$ cat config.mk
export PLATFORM = sky130hd
export DESIGN_NAME = kvgt_div
export DESIGN_NICKNAME = d
export VERILOG_FILES = /design/src/rtl/kvgt_div.sv
export SDC_FILE = /design/constraint.sdc
export NUM_CORES = 1
export LEC_CHECK = 0
export ABC_AREA = 1
export BUFFER_PORTS_ARGS = -buffer_cell sky130_fd_sc_hd__clkbuf_2
export CORE_UTILIZATION = 53
export DETAILED_ROUTE_END_ITERATION = 10
export HOLD_SLACK_MARGIN = 0.15
export PLACE_DENSITY = 0.82
export SLEW_MARGIN = 0
export SYNTH_ARGS = -nofsm -noshare
export SYNTH_HDL_FRONTEND = slang
export SYNTH_SLANG_ARGS = --single-unit
$ cat constraint.sdc
create_clock -name i_clk -period 3.4 [get_ports i_clk]
set_input_delay 0.34 -clock i_clk [delete_from_list [all_inputs] [get_ports i_clk]]
set_output_delay 0.34 -clock i_clk [all_outputs]
set_load 0.005 [all_outputs]
$ cat src/rtl/kvgt_div.sv
// Restoring divider for the window normalization: (mag*2048 + w/2) / w.
// Quotient is at most 2048 (12 bits), one bit per cycle.
module kvgt_div (
    input  logic        i_clk,
    input  logic        i_rst_n,
    input  logic        i_start,
    input  logic [11:0] i_mag,
    input  logic [12:0] i_win,
    output logic        o_done,
    output logic [11:0] o_quot
);
    localparam int NUM_W = 24;

    logic [NUM_W-1:0] r_num;
    logic [12:0]      r_win;
    logic [13:0]      r_rem;
    logic [11:0]      r_quot;
    logic [4:0]       r_cnt;
    logic             r_busy;
    logic             r_done;
    logic [13:0]      n_trial;
    logic [13:0]      n_shift;

    assign n_shift = {r_rem[12:0], r_num[NUM_W-1]};
    assign n_trial = n_shift - {1'b0, r_win};

    always_ff @(posedge i_clk) begin
        if (!i_rst_n) begin
            r_busy <= 1'b0;
            r_done <= 1'b0;
            r_cnt  <= '0;
        end else begin
            r_done <= 1'b0;
            if (i_start) begin
                r_num  <= {1'b0, i_mag, 11'd0} + {12'd0, i_win[12:1]};
                r_win  <= i_win;
                r_rem  <= '0;
                r_quot <= '0;
                r_cnt  <= 5'(NUM_W);
                r_busy <= 1'b1;
            end else if (r_busy) begin
                r_num <= {r_num[NUM_W-2:0], 1'b0};
                if (!n_trial[13]) begin
                    r_rem  <= n_trial;
                    r_quot <= {r_quot[10:0], 1'b1};
                end else begin
                    r_rem  <= n_shift;
                    r_quot <= {r_quot[10:0], 1'b0};
                end
                r_cnt <= r_cnt - 5'd1;
                if (r_cnt == 5'd1) begin
                    r_busy <= 1'b0;
                    r_done <= 1'b1;
                end
            end
        end
    end

    assign o_done = r_done;
    assign o_quot = r_quot;
endmodule
==> flow_results.org <==
** Run status
- The run finished with clean final reports.

** Floorplanning
- The die is roughly 87 µm wide.
- The die is 87.04 µm tall.
- The die covers 7575 µm².
- Core ar. :: 6907 µm²
- The initial utilization of the core area, before any placement, comes to 0.5549.
- Placement row count :: 30
- Boundary pin count :: between 40 and 50

** Global routing
- Number of antenna violations at the first check in global routing :: 0
- Largest net degree at the start of global routing :: 45
- The first global-routing pass estimated 12.95 mm of wire.
- Total global-route track usage :: 0.2268
- After global routing the overflow that remains totals 0.
- Via count of the first global-routing pass :: 2991

** Clock tree
- Root cell of the clock tree :: clkbuf_8
- Counting every sink on the clock net gives 69.
- After clock tree synthesis, the clock-pin slew on the worst setup and hold paths is 0.08 ns.
- Maximum level of the CTS H-tree :: 3
- Setup bufs post-CTS :: 0
- Clock tree from TritonCTS :: built
- Worst skew pair latency :: 0.35 ns
- Total clock buffers created by CTS :: 9
- Buffers from clock root to sink, at most :: 2

** Logic synthesis
- Mean Syn Cell Area :: 8.441 µm²
- In this run, synthesis produced a sequential element count of 69.
- Synthesized-area fraction occupied by xor and xnor cells :: 0.02742
- After synthesis, the largest family of logic cells by area is simple AND/OR/NAND/NOR gates.
- Mapped Area :: between 3000 and 4000 µm²
- Net count after synthesis :: 500
- Ranked by total cell area, the synthesized netlist is headed by edfxtp_1 49%, nand2_1 14%, inv_1 6.9%.
- Area fraction of the dominant cell type after synthesis :: 0.4858
- Share of synthesized cell area in full adder, half adder and majority cells :: 0.06072
- Of the total synthesized cell area, the portion taken by AND, OR, NAND and NOR gates is 0.2697.
- In this run, distinct cell masters in the synthesized netlist total 36.
- During synthesis, Yosys emitted a total of 0 warnings.
- Of the synthesized area, sequential elements account for 0.5224.
- Summed over all instances, the cell type with the most area after synthesis is edfxtp_1.
- Compound-gate portion of the synthesized area :: 0.03754
- EDFF count, synth :: 62
- Commonest register cell after synthesis :: edfxtp_1
- Synth async-reset ratio :: 0
- Measured against the total synthesized area, the mux share comes to 0.
- In the synthesized netlist, the number of instances is 454.

** Final layout
- For this run, the post-layout net count is 546.
- The finished cells cover roughly 4400 µm².
- Synth-to-layout area growth :: 14.53%
- Inserted Diodes :: 0
- Share of cells above drive strength 1 :: 0.1505

** Timing
- Fraction of the cycle the final worst path needs :: 0.6329
- Measured against its own limit, the worst slew margin works out to 0.5082.
- Transition time at the pin with the least slew margin :: 0.7361 ns
- Highest clock rate :: 464.7 MHz
- Number of max-slew violations in the final report :: 0
- Setup repair after global routing left no endpoint under its margin.
- The smallest clock period supported by the final layout is computed as 2.152 ns.
- For the final routed database, the setup TNS stands at 0 ns.
- On the final layout, the worst clock skew is slightly above 0.005 ns.
- Final setup violation count :: 0
- The total count of hold-check failures in the final report came to 0.

** Setup path
- In this design, the stage delay of the slowest critical-path cell is approximately 0.45 ns.
- At the worst endpoint, the arrival time is ~2.3 ns.
- CP Cell Sequence :: inv_1 > ha_1 > inv_1 > fa_1 > nand3_1 > nand2_1 > a21oi_1 > xnor2_1 > nor2_1 > nor2_1
- The worst setup path is of the flop to flop kind.
- The worst setup path is launched from a flop.
- Kind of end point of the critical path :: flop
- Critical path required time :: 3.51 ns
- Of all nets on the critical path, the largest fanout is 4.
- The largest individual stage delay along the critical path comes from the cell fa_1.

** Placement
- HPWL after detailed placement :: ~5.6 mm
- During placement, the flow inserted port buffers numbering 40.
- Placed inst area :: 4158 µm²
- Routability congestion estimate :: 0.9060

** Drt
- The first routing iteration left 149 violations.
- Via density per instance :: 5.045
- Number of optimization iterations in the first detailed-route pass :: 4
- Drt total wl :: 7.753 mm
- In the routed design, unresolved DRC markers number 0.
- The detail route stage leaves a number of antenna-violating nets equal to 0.
- Vias post-DR :: 3032
- Dividing the detail-routed wire length by the instance count gives 12.90 µm.

** Worst hold path
- Worst hold path class :: primary input to flop

** Flow run
- Max-cap viol count :: 0

** Pwr
- Largest voltage drop on the vdd net :: 337.6 µV
- The design draws 2.222 mW.
- For this design the ratio of total power to cell area is 506.1 nW/µm².
- Static leakage :: 2.127 nW
[flip-flops by register name, summed over array words and instances, names as in the netlist]
register	flops
r_num	24
r_rem	13
r_win	13
o_quot	12
r_cnt	5
o_done	1
r_busy	1
[timing repair]
item | 4_1_cts | 5_1_grt
resized for setup | 0 | 0
hold buffers | 0 | 1
hold endpoints to repair | 0 | 1
[Yosys cell counts, types with 2 or more instances]
library cell / number
o21ai_0: 8
nor2_2: 2
inv_2: 2
nor2_1: 62
edfxtp_1: 62
ha_1: 17
nand4_1: 4
xor2_1: 8
inv_1: 70
clkbuf_1: 7
nand3_1: 22
a21oi_1: 8
a31oi_1: 3
nand2_2: 6
dfxtp_1: 7
xnor2_1: 4
nand3_2: 2
nand2_1: 142
[logic make-up after synthesis]
| kind of cell | Yosys count |
|---|---|
| XOR/XNOR | 12 |
| AND/OR/NAND/NOR | 248 |
| adder cells (fa/ha/maj) | 18 |
| flip-flops | 69 |
| AO/OA/AOI/OAI | 25 |
| buffers and inverters | 82 |
[where the power goes]
| group | internal [mW] | total, mW | switching [mW] |
|---|---|---|---|
| Combinational | 0.159 | 0.445 | 0.286 |
| Clock | 0.417 | 0.747 | 0.331 |
| Sequential | 1.00 | 1.03 | 0.0266 |
[placed cells by master, fill, tap and decap left out, types with 3 or more instances in the layout]
master,instances
a21oi_1,7
inv_1,70
edfxtp_1,62
nand2_1,142
clkbuf_2,40
nor2_1,62
xnor2_1,4
nand2_2,6
nand3_1,22
xor2_1,8
nand4_1,4
dfxtp_1,7
clkbuf_8,9
o21ai_0,8
ha_1,17
a31oi_1,3
[routing by layer]
layer | track usage | wire [µm]
met1 | 0.2818 | 3393
met2 | 0.3758 | 3829
met3 | 0.05118 | 435
met4 | 0.1076 | 95
met5 | 0 | 0
[per-stage QoR]
step           hold slack (ns)  cells  setup WS (ns)  utilization
5_1_grt                 0.1634    601          1.074       0.6355
4_1_cts                 0.1549    600          1.256       0.6341
3_5_place_dp            0.4810    584          1.290       0.6020
3_3_place_gp            0.4612    584          1.346       0.6020
2_1_floorplan           0.4389    454         0.9318            -
6_report                0.1830    601          1.248       0.6355
[path summary, 6_finish.rpt]
check	startpoint	to	slack [ns]	cells after the start
max reg2reg	r_num[23]	r_rem[8]	1.25	10
max	r_num[23]	r_rem[8]	1.25	10
min reg2reg	r_cnt[4]	r_cnt[4]	0.49	2
min	i_win[9]	r_win[9]	0.18	1
[critical path, delay by kind of cell (launching register included)]
kind | cells | cell delay [ns]
simple gates | 4 | 0.42
flops | 1 | 0.41
buf+inv | 2 | 0.18
xor+xnor | 1 | 0.09
compound gates | 1 | 0.23
fa+ha+maj | 2 | 0.59
[area by class of cell]
class | count | area [µm²]
Clock inverter | 7 | 97.59
Clock buffer | 9 | 123.9
Timing Repair Buffer | 44 | 245.2
Multi-Input combinational cell | 303 | 1526
Inverter | 73 | 274.0
Fill cell | 604 | 2517
Sequential cell | 69 | 2002
Tap cell | 96 | 120.1
(Power assumes the default switching activity.)
