[config.mk]
export PLATFORM = sky130hd
export DESIGN_NAME = kvgt_ram
export DESIGN_NICKNAME = d
export VERILOG_FILES = /design/src/rtl/kvgt_ram.sv
export SDC_FILE = /design/constraint.sdc
export NUM_CORES = 1
export LEC_CHECK = 0
export BUFFER_PORTS_ARGS = -buffer_cell sky130_fd_sc_hd__buf_2
export CORE_ASPECT_RATIO = 0.9
export CORE_MARGIN = 2
export CORE_UTILIZATION = 29
export CTS_BUF_LIST = sky130_fd_sc_hd__clkbuf_2 sky130_fd_sc_hd__clkbuf_4 sky130_fd_sc_hd__clkbuf_8
export CTS_CLUSTER_SIZE = 28
export DETAILED_ROUTE_END_ITERATION = 16
export GPL_ROUTABILITY_DRIVEN = 0
export SYNTH_ARGS = -nofsm -noshare
export SYNTH_HDL_FRONTEND = slang
export SYNTH_SLANG_ARGS = --single-unit
[constraint.sdc]
create_clock -name i_clk -period 4.2 [get_ports i_clk]
set_clock_uncertainty 0.1 [all_clocks]
set_input_delay 0.21 -clock i_clk [delete_from_list [all_inputs] [get_ports i_clk]]
set_output_delay 0.21 -clock i_clk [all_outputs]
set_load 0.01 [all_outputs]
[src/rtl/kvgt_ram.sv]
module kvgt_ram #(
    parameter int WIDTH = 8,
    parameter int DEPTH = 16
) (
    input  logic                     i_clk,
    input  logic                     i_we,
    input  logic [$clog2(DEPTH)-1:0] i_waddr,
    input  logic [WIDTH-1:0]         i_wdata,
    input  logic [$clog2(DEPTH)-1:0] i_raddr,
    output logic [WIDTH-1:0]         o_rdata
);
    logic [WIDTH-1:0] r_mem [DEPTH];
    logic [WIDTH-1:0] r_rdata;

    always_ff @(posedge i_clk) begin
        if (i_we) begin
            r_mem[i_waddr] <= i_wdata;
        end
        r_rdata <= r_mem[i_raddr];
    end

    assign o_rdata = r_rdata;
endmodule

==> results.md, run 1 <==
* Status: finished, final reports clean
* Die height at ~130 um
* Maximum vdd drop at 0.216 mV
* Setup TNS at 0 ns
* Die area at 18,800 sq um
* Sw Share at 0.187
* Vias in the first global route at ~2,500
* Synth Net Count at roughly 250
* Slew @ Worst Pin at 1.07 ns
* R2r endpoint: o_rdata[5]
* Worst setup path end: o_rdata[3]
* Post-route cell area at 6030 sq um
* Critical path peak fanout at 32
* Hold path depth at 1
* Core area at ~17,000 sq um
* Filler instances at roughly 1,700
* Internal Power at 2.46 mW
* Worst EP arrival at 2.08 ns
* Core Rows at 46
* Area delta synth->final at 17.1%
* Global-route wire length before repair at 15,300 um
* Crit Path Category: input port to flop
* Reg2reg setup slack at 2.73 ns
* Critical Path RT at 4.41 ns
* Post-synth cell types at 19
* Placed Instances at 485
* Yosys warns at 0
* Grt met3 use at 0.0346
* Post-synth EDFFs at 128
* Antenna Cells at 0
* FMAX at 535 MHz
* Cell Chain, Critical Path: buf_2, mux4_1, a22oi_1, nand2_1
* Met2 global-route usage at 0.193
* I/O pin count at 26
* Gr usage total at 0.117
* Synth Register Bits at 136
* Asr flop ratio synth at 0
* Via/cell ratio at 4.52
* Post-synth design cell area at 5150 sq um
* Type of the worst min-delay path: input port to flop
* Synth top area cells: edfxtp_1, mux4_2, mux4_1, dfxtp_1, a22oi_1
* GR Util met1 at 0.150
* Post-synth top flop: edfxtp_1
* Resized Gates After CTS at 0
* Commonest cells after routing, fill and taps aside: edfxtp_1, buf_2, mux4_2
* DRC at 0
* DP Area at 5510 sq um
* Critical Path Start: i_raddr[0]
* Final-report hold violation count at 0
* Seq/Total Area, Yosys at 0.778
* Antenna violations before repair at 0
* Mapped Cells at around 230
* Routed Antenna Nets at 0
* Share of cells above drive strength 1 at 0.282
* Finish-stage setup viols at 0
* Min Clock Period, post-route at ~1.9 ns
* Wirelength per Cell at roughly 20 um
* Fin nets at 282
* CP endpoint kind: flop
* CP max stage cell: buf_2
* Post-CTS setup buffers at 0
* Place WS at ~1.8 ns
* Hold_buf cts at 0
* Avg Inst Size Synth at roughly 22 sq um
* Cells on worst reg2reg path at 3
* Clock Pin Slew Worst Setup and Hold Paths at 0.07 ns
* Final HPWL DP at 6230 um
* Routed wire length at ~10,000 um
* GR peak layer: met2
* H-Tree Level Count at 4
* Max incr delay on CP at between 0.7 and 0.8 ns
* Crit Reg-Reg Startpoint: r_mem[0][5]
* I/O Buffers at 25
* Starting Density at 0.294
* TritonCTS Buffers at 17
* Leading area contributor after synthesis: edfxtp_1
* Period utilization at 0.445
* Final std cells w/o fill at 517
* Unrepaired setup endpoints after global routing: no
* Fin util at 0.344
* # Max-Cap Violations at 0
* First-pass DRT Iterations at 4
* Vias after detailed routing at 2,337
* Sequential power share at 0.505
* Post-synth top area share at 0.747
* Pins Over Slew Limit at 0
* Setup ws final at 2.33 ns
* CTS max path bufs at 2
* Pleak at 1.95 nW
* Tot Pwr at ~3 mW
* Largest net degree at the start of global routing at 33
* GRT overflow at 0
* Commonest non-fill, non-tap cell in the layout: edfxtp_1
* Sw Pwr at 0.564 mW
* Clk pwr share at 0.450
* Slew headroom at 0.286
* Final hold slack at 0.0670 ns
* DRT iter0 DRCs at between 150 and 200
* Combinational share of power at 0.045
* Total clock sinks at between 100 and 150
* TritonCTS clock tree: yes
* Clk root buf: clkbuf_8
* Die Wd at 144 um
* Crit path launch type: input port
* Power per cell area at about 500 nW/um^2
* Clk_lat worst skew at ~0.43 ns
[critical path, delay by kind of cell]
family	cells	cell delay, ns
and+or+nand+nor	1	0.11
muxes	1	0.66
AOI/OAI and AO/OA	1	0.28
buffers and inverters	1	0.79
[kinds of logic (layout without fill, tap and decap cells)]
| kind of cell | Yosys count | after routing | share of synthesized area |
|---|---|---|---|
| DFF | 136 | 136 | 0.778 |
| and+or+nand+nor | 35 | 35 | 0.0318 |
| buffers and inverters | 10 | 58 | 0.0168 |
| muxes | 32 | 32 | 0.150 |
| AOI/OAI and AO/OA | 16 | 16 | 0.0233 |
[worst min-delay path by stage]
stage | from | to | slack (ns)
after floorplan | i_wdata[0] | r_mem[0][0] | 0.21
final | i_wdata[4] | r_mem[3][4] | 0.07
after detailed placement | o_rdata[5] | o_rdata[5] | 0.52
after global routing | i_wdata[5] | r_mem[1][5] | 0.06
after CTS | i_wdata[6] | r_mem[1][6] | 0.05
after global placement | i_wdata[0] | r_mem[9][0] | 0.50
[power groups by stage]
stage	clock (mW)	sequential (mW)	combinational [mW]
finish	1.36	1.53	0.136
global route	1.44	1.53	0.149
CTS	1.38	1.53	0.139
detailed placement	0	1.56	0.138
global placement	0	1.56	0.134
floorplan	0	1.56	0.0770
[per-layer routing]
layer	vias up	routed length [um]
met3	10	400
met2	55	5090
li1	1041	-
met1	1231	4630
met4	0	105
met5	-	0
[cell usage after synthesis (3+ instances only)]
cell             count
nand2_1              9
buf_2                3
a22oi_1             16
mux4_2              18
clkdlybuf4s25_2      3
dfxtp_1              8
nor2_1              13
mux4_1              14
edfxtp_1           128
buf_6                3
nor3_1               4
[flip-flops by register name, indices dropped and copies added (netlist names)]
name and flops:
o_rdata 8, r_mem 128
[final cells by class]
cell class / count / area [sq um] / area share
Clock inverter: 14 / 277 / 0.0459
Clock buffer: 18 / 241 / 0.0401
Sequential cell: 136 / 4000 / 0.664
Tap cell: 240 / 300 / 0.0498
Multi-Input combinational cell: 83 / 1070 / 0.178
Timing Repair Buffer: 26 / 133 / 0.0220
(Power assumes the default switching activity.)
==> inputs of run 2 (changes only) <==
==> constraint.sdc (replaced) <==
create_clock -name i_clk -period 1.6 [get_ports i_clk]
set_clock_uncertainty 0.1 [all_clocks]
set_input_delay 0.08 -clock i_clk [delete_from_list [all_inputs] [get_ports i_clk]]
set_output_delay 0.08 -clock i_clk [all_outputs]
set_load 0.01 [all_outputs]
==> run 2 against run 1 <==
Net effect: wire length is 2.2% higher; core utilization up 0.76 points; flip-flop and latch count unchanged; sequential power rose to 2.6 times the previous value; final cell count is 6.0% higher; non-clock buffer count is 31 higher; register-to-register slack worse by 2.6 ns; clock power up 93%; sequential share of layout area fell by 1.4 points; critical path type is now flop to flop.
==> results.md, run 2 (synthesized netlist as in run 1, its figures left out) <==
* Tot Pwr at 7.04 mW (+130%)
* FMAX at 671 MHz
* Share of cells above drive strength 1 at 0.318 (+0.0366)
* Cell Chain, Critical Path: mux4_1, a22oi_1, nand2_1
* Slew @ Worst Pin at 0.401 ns (-0.670 ns)
* Clock Pin Slew Worst Setup and Hold Paths at 0.08 ns (about the same)
* Pleak at 2.06 nW (+5.3%)
* Power per cell area at 1140 nW/um^2 (+130%)
* Total clock sinks at 136 (unchanged)
* Area delta synth->final at 19.7%
* Vias after detailed routing at 2,435 (+4.2%)
* DRT iter0 DRCs at 275 (+51%)
* Starting Density at 0.294 (unchanged)
* Maximum vdd drop at 0.359 mV (+67%)
* Critical path peak fanout at 1 (-97%)
* Global-route wire length before repair at 16,200 um (+5.5%)
* Max FFs per register at 128 (unchanged)
* Unrepaired setup endpoints after global routing: no
* Post-CTS setup buffers at 0 (unchanged)
* Clk_lat worst skew at 0.44 ns (about the same)
* CP endpoint kind: flop
* Hold_buf cts at 8 (+8)
* Final-report hold violation count at 0 (unchanged)
* Status: finished, final reports clean
* Resized Gates After CTS at 0 (unchanged)
* Filler instances at 1,687 (+1.0%)
* First-pass DRT Iterations at 4 (unchanged)
* Wirelength per Cell at 19.1 um (-3.6%)
* Worst EP arrival at 1.69 ns (-0.39 ns)
* Type of the worst min-delay path: input port to flop
* CTS max path bufs at 2 (unchanged)
* Crit path launch type: flop
* CP max stage cell: mux4_1
* Via/cell ratio at 4.44 (-1.7%)
* Vias in the first global route at 2,587 (+4.9%)
* Finish-stage setup viols at 0 (unchanged)
* Core Rows at 46 (unchanged)
* Slew headroom at 0.733 (+0.447)
* Core area at 17,500 sq um (unchanged)
* Min Clock Period, post-route at approximately 1.5 ns
* # Max-Cap Violations at 0 (unchanged)
* Fin nets at 313 (+11%)
* Final HPWL DP at 6610 um (+6.1%)
* Antenna violations before repair at 0 (unchanged)
* DRC at 0 (unchanged)
* Routed wire length at 10,500 um (+2.2%)
* Top reg by flops: r_mem
* Place WS at -0.0228 ns (-1.86 ns)
* Clk root buf: clkbuf_8
* Critical Path RT at 1.80 ns (-2.61 ns)
* I/O pin count at 26 (unchanged)
* Die Wd at 144 um (unchanged)
* Die area at 18,800 sq um (unchanged)
* TritonCTS clock tree: yes
* Die height at 130 um (unchanged)
* Gr usage total at 0.124 (+0.00692)
* Largest net degree at the start of global routing at 33 (unchanged)
* TritonCTS Buffers at 17 (unchanged)
* Crit Path Category: flop to flop
* Max incr delay on CP at 0.49 ns (-0.30 ns)
* Antenna Cells at 0 (unchanged)
* GRT overflow at 0 (unchanged)
* Commonest non-fill, non-tap cell in the layout: edfxtp_1
* I/O Buffers at 25 (unchanged)
* Commonest cells after routing, fill and taps aside: edfxtp_1, buf_2, buf_4
* Setup ws final at 0.109 ns (-2.22 ns)
* Period utilization at 0.932
* Routed Antenna Nets at 0 (unchanged)
* Pins Over Slew Limit at 0 (unchanged)
* H-Tree Level Count at 4 (unchanged)
run 2: cell type report:
class	count	area [sq um]	area share
clock buffers	21	264	0.0429
repair buffers	57	423	0.0687
flip-flops and latches	136	4000	0.650
well taps	240	300	0.0488
multi-input cells	83	1060	0.172
clock inverters	11	106	0.0173
run 2: worst max-delay path, delay by kind of cell, from the launching register on:
family	cells	cell delay, ns
muxes	1	0.49
DFF	1	0.38
and+or+nand+nor	1	0.13
AOI/OAI and AO/OA	1	0.26
run 2: power by group:
part	internal (mW)	switching, mW	total, mW
Sequential	3.98	0.0240	4.00
Combinational	0.185	0.220	0.405
Clock	1.42	1.20	2.63
Total	5.59	1.45	7.04
run 2: per-layer routing:
layer	GRT usage	vias up	wire length [um]
met3	0.0302	7	502
met1	0.173	1256	4870
met5	0	-	0
met4	0.0583	0	144
met2	0.186	70	4930
li1	-	1102	-
run 2: worst paths after layout:
check	from	to	slack (ns)	cells past startpoint
setup / recovery	r_mem[2][2]	o_rdata[2]	0.11	3
hold / removal	i_raddr[3]	o_rdata[7]	0.12	5
setup reg to reg	r_mem[2][2]	o_rdata[2]	0.11	3
hold reg to reg	r_mem[15][1]	o_rdata[1]	0.59	3
run 2: through the flow:
stage / util / hold WS [ns] / TNS [ns] / cell area, sq um / instances
2_1_floorplan: - / 0.0789 / 0 / 5150 / 229
3_3_place_gp: 0.326 / 0.374 / -0.0127 / 5710 / 508
3_5_place_dp: 0.326 / 0.378 / -0.0404 / 5710 / 508
4_1_cts: 0.352 / 0.0928 / 0 / 6160 / 548
5_1_grt: 0.352 / 0.128 / 0 / 6160 / 548
6_report: 0.352 / 0.118 / 0 / 6160 / 548
==> inputs of run 3 (changes only) <==
--- a/config.mk
+++ b/config.mk
@@ -8,11 +8,13 @@
 export BUFFER_PORTS_ARGS = -buffer_cell sky130_fd_sc_hd__buf_2
 export CORE_ASPECT_RATIO = 0.9
 export CORE_MARGIN = 2
-export CORE_UTILIZATION = 29
+export CORE_UTILIZATION = 55
 export CTS_BUF_LIST = sky130_fd_sc_hd__clkbuf_2 sky130_fd_sc_hd__clkbuf_4 sky130_fd_sc_hd__clkbuf_8
 export CTS_CLUSTER_SIZE = 28
 export DETAILED_ROUTE_END_ITERATION = 16
 export GPL_ROUTABILITY_DRIVEN = 0
+export HOLD_SLACK_MARGIN = 0.12
+export PLACE_DENSITY = 0.76
 export SYNTH_ARGS = -nofsm -noshare
 export SYNTH_HDL_FRONTEND = slang
 export SYNTH_SLANG_ARGS = --single-unit
==> run 3 against run 2 <==
Net effect: worst hold slack better by 0.049 ns; first-iteration DRC count down 27%; global-route usage is 7.8 points higher; final cell count down 21%; wire length fell by 9.2%; flip-flop and latch count is the same; sequential share of layout area rose by 0.84 points; total power is 3.8% higher; register-to-register slack lost 0.02 ns; maximum frequency is 3.2% lower; critical path depth rose by 3; largest power group unchanged; highest routed layer unchanged.
==> results.md, run 3 (synthesized netlist as in run 1, its figures left out) <==
* Type of the worst min-delay path: input port to flop
* Core area at 9130 sq um (-48%)
* I/O Buffers at 25 (unchanged)
* Status: finished, final reports clean
* Gr usage total at 0.202 (+0.0781)
* Wirelength per Cell at 21.9 um (+15%)
* Clk_lat worst skew at 0.42 ns (-0.02 ns)
* Routed Antenna Nets at 0 (unchanged)
* Setup ws final at 0.0594 ns (-0.0492 ns)
* # Max-Cap Violations at 0 (unchanged)
* Top reg by flops: r_mem
* Pleak at 2.08 nW (+1.1%)
* Critical path peak fanout at 7 (+6)
* Crit Path Category: input port to flop
* Slew headroom at 0.744 (+0.0111)
* Die Wd at 106 um (-27%)
* FMAX at 649 MHz (-3.2%)
* Antenna Cells at 0 (unchanged)
* Global-route wire length before repair at 14,400 um (-11%)
* CP endpoint kind: flop
* Die area at 10,100 sq um (-46%)
* GRT overflow at 0 (unchanged)
* I/O pin count at 26 (unchanged)
* Final-report hold violation count at 0 (unchanged)
* Commonest non-fill, non-tap cell in the layout: edfxtp_1
* Total clock sinks at 136 (unchanged)
* Power per cell area at 1200 nW/um^2 (+5.1%)
* TritonCTS clock tree: yes
* Clock Pin Slew Worst Setup and Hold Paths at 0.08 ns (about the same)
* Max FFs per register at 128 (unchanged)
* Crit path launch type: input port
* Min Clock Period, post-route at 1.54 ns (+0.0492 ns)
* Core Rows at 33 (-28%)
* Finish-stage setup viols at 0 (unchanged)
* Area delta synth->final at 18.1%
* Period utilization at 0.963 (+0.0308)
* First-pass DRT Iterations at 5 (+1)
* Antenna violations before repair at 0 (unchanged)
* Unrepaired setup endpoints after global routing: no
* Share of cells above drive strength 1 at 0.327 (+0.00874)
* DRT iter0 DRCs at 202 (-27%)
* Maximum vdd drop at 0.574 mV (+60%)
* Filler instances at 573 (-66%)
* TritonCTS Buffers at 17 (unchanged)
* Largest net degree at the start of global routing at 18 (-45%)
* Slew @ Worst Pin at 0.383 ns (-0.0175 ns)
* Routed wire length at 9490 um (-9.2%)
* Place WS at -0.00728 ns (+0.0155 ns)
* Tot Pwr at 7.30 mW (+3.8%)
* Worst EP arrival at 1.73 ns (+0.04 ns)
* Vias after detailed routing at 2,487 (+2.1%)
* Commonest cells after routing, fill and taps aside: edfxtp_1, buf_2, buf_4
* Fin nets at 317 (+1.3%)
* Cell Chain, Critical Path: dlygate4sd3_1, buf_2, buf_4, mux4_2, a22oi_1, nand2_1
* CP max stage cell: dlygate4sd3_1
* Final HPWL DP at 6130 um (-7.2%)
* Die height at 95.8 um (-27%)
* CTS max path bufs at 2 (unchanged)
* Max incr delay on CP at 0.53 ns (+0.04 ns)
* Clk root buf: clkbuf_8
* Pins Over Slew Limit at 0 (unchanged)
* H-Tree Level Count at 4 (unchanged)
* Critical Path RT at 1.79 ns (about the same)
* Vias in the first global route at 2,555 (-1.2%)
* Via/cell ratio at 5.73 (+29%)
* Starting Density at 0.564 (+0.270)
* DRC at 0 (unchanged)
==> run 3: final cells by class <==
| class | count | area, sq um | share of cell area |
|---|---|---|---|
| sequential | 136 | 4000 | 0.658 |
| multi-input combinational | 83 | 1070 | 0.176 |
| timing repair buffer | 61 | 438 | 0.0720 |
| clock buffer | 19 | 249 | 0.0409 |
| clock inverter | 13 | 170 | 0.0280 |
| tap | 122 | 153 | 0.0251 |
==> run 3: power by group <==
part	total, mW	switching [mW]	internal [mW]
clock	2.90	1.31	1.59
sequential	4.00	0.0215	3.98
combinational	0.403	0.218	0.185
total	7.30	1.54	5.76
==> run 3: stage by stage <==
| step | util | area (sq um) | hold WS, ns | setup TNS, ns | instances |
|---|---|---|---|---|---|
| after floorplan | - | 5150 | 0.0789 | 0 | 229 |
| after global placement | 0.607 | 5540 | 0.359 | 0 | 390 |
| after detailed placement | 0.607 | 5540 | 0.371 | -0.00728 | 390 |
| after CTS | 0.666 | 6080 | 0.146 | 0 | 434 |
| after global routing | 0.666 | 6080 | 0.183 | 0 | 434 |
| final | 0.666 | 6080 | 0.167 | 0 | 434 |
==> run 3: routing by layer <==
layer  track usage  up-vias  share of wire
met4        0.0581        0         0.0071
li1              -     1112              -
met5             0        -              0
met2         0.347       81           0.51
met3        0.0460        8          0.050
met1         0.268     1286           0.43
==> run 3: timing repair <==
action / CTS / global route
hold endpoints to repair: 151 / 0
resized for setup: 0 / 1
hold buffers: 12 / 0
setup buffers: 0 / 0
endpoints found under the setup margin: 0 / 1
==> run 3: worst paths after layout <==
check,cells past startpoint,endpoint,start,slack (ns)
max,6,o_rdata[7],i_raddr[1],0.06
min,4,o_rdata[1],i_raddr[3],0.17
max reg2reg,3,o_rdata[7],r_mem[10][7],0.09
min reg2reg,3,o_rdata[5],r_mem[12][5],0.57
==> run 3: worst max-delay path: cells and delay by family <==
family / cells / cell delay [ns]
AOI/OAI and AO/OA: 1 / 0.33
buffers and inverters: 3 / 0.90
muxes: 1 / 0.32
and+or+nand+nor: 1 / 0.10
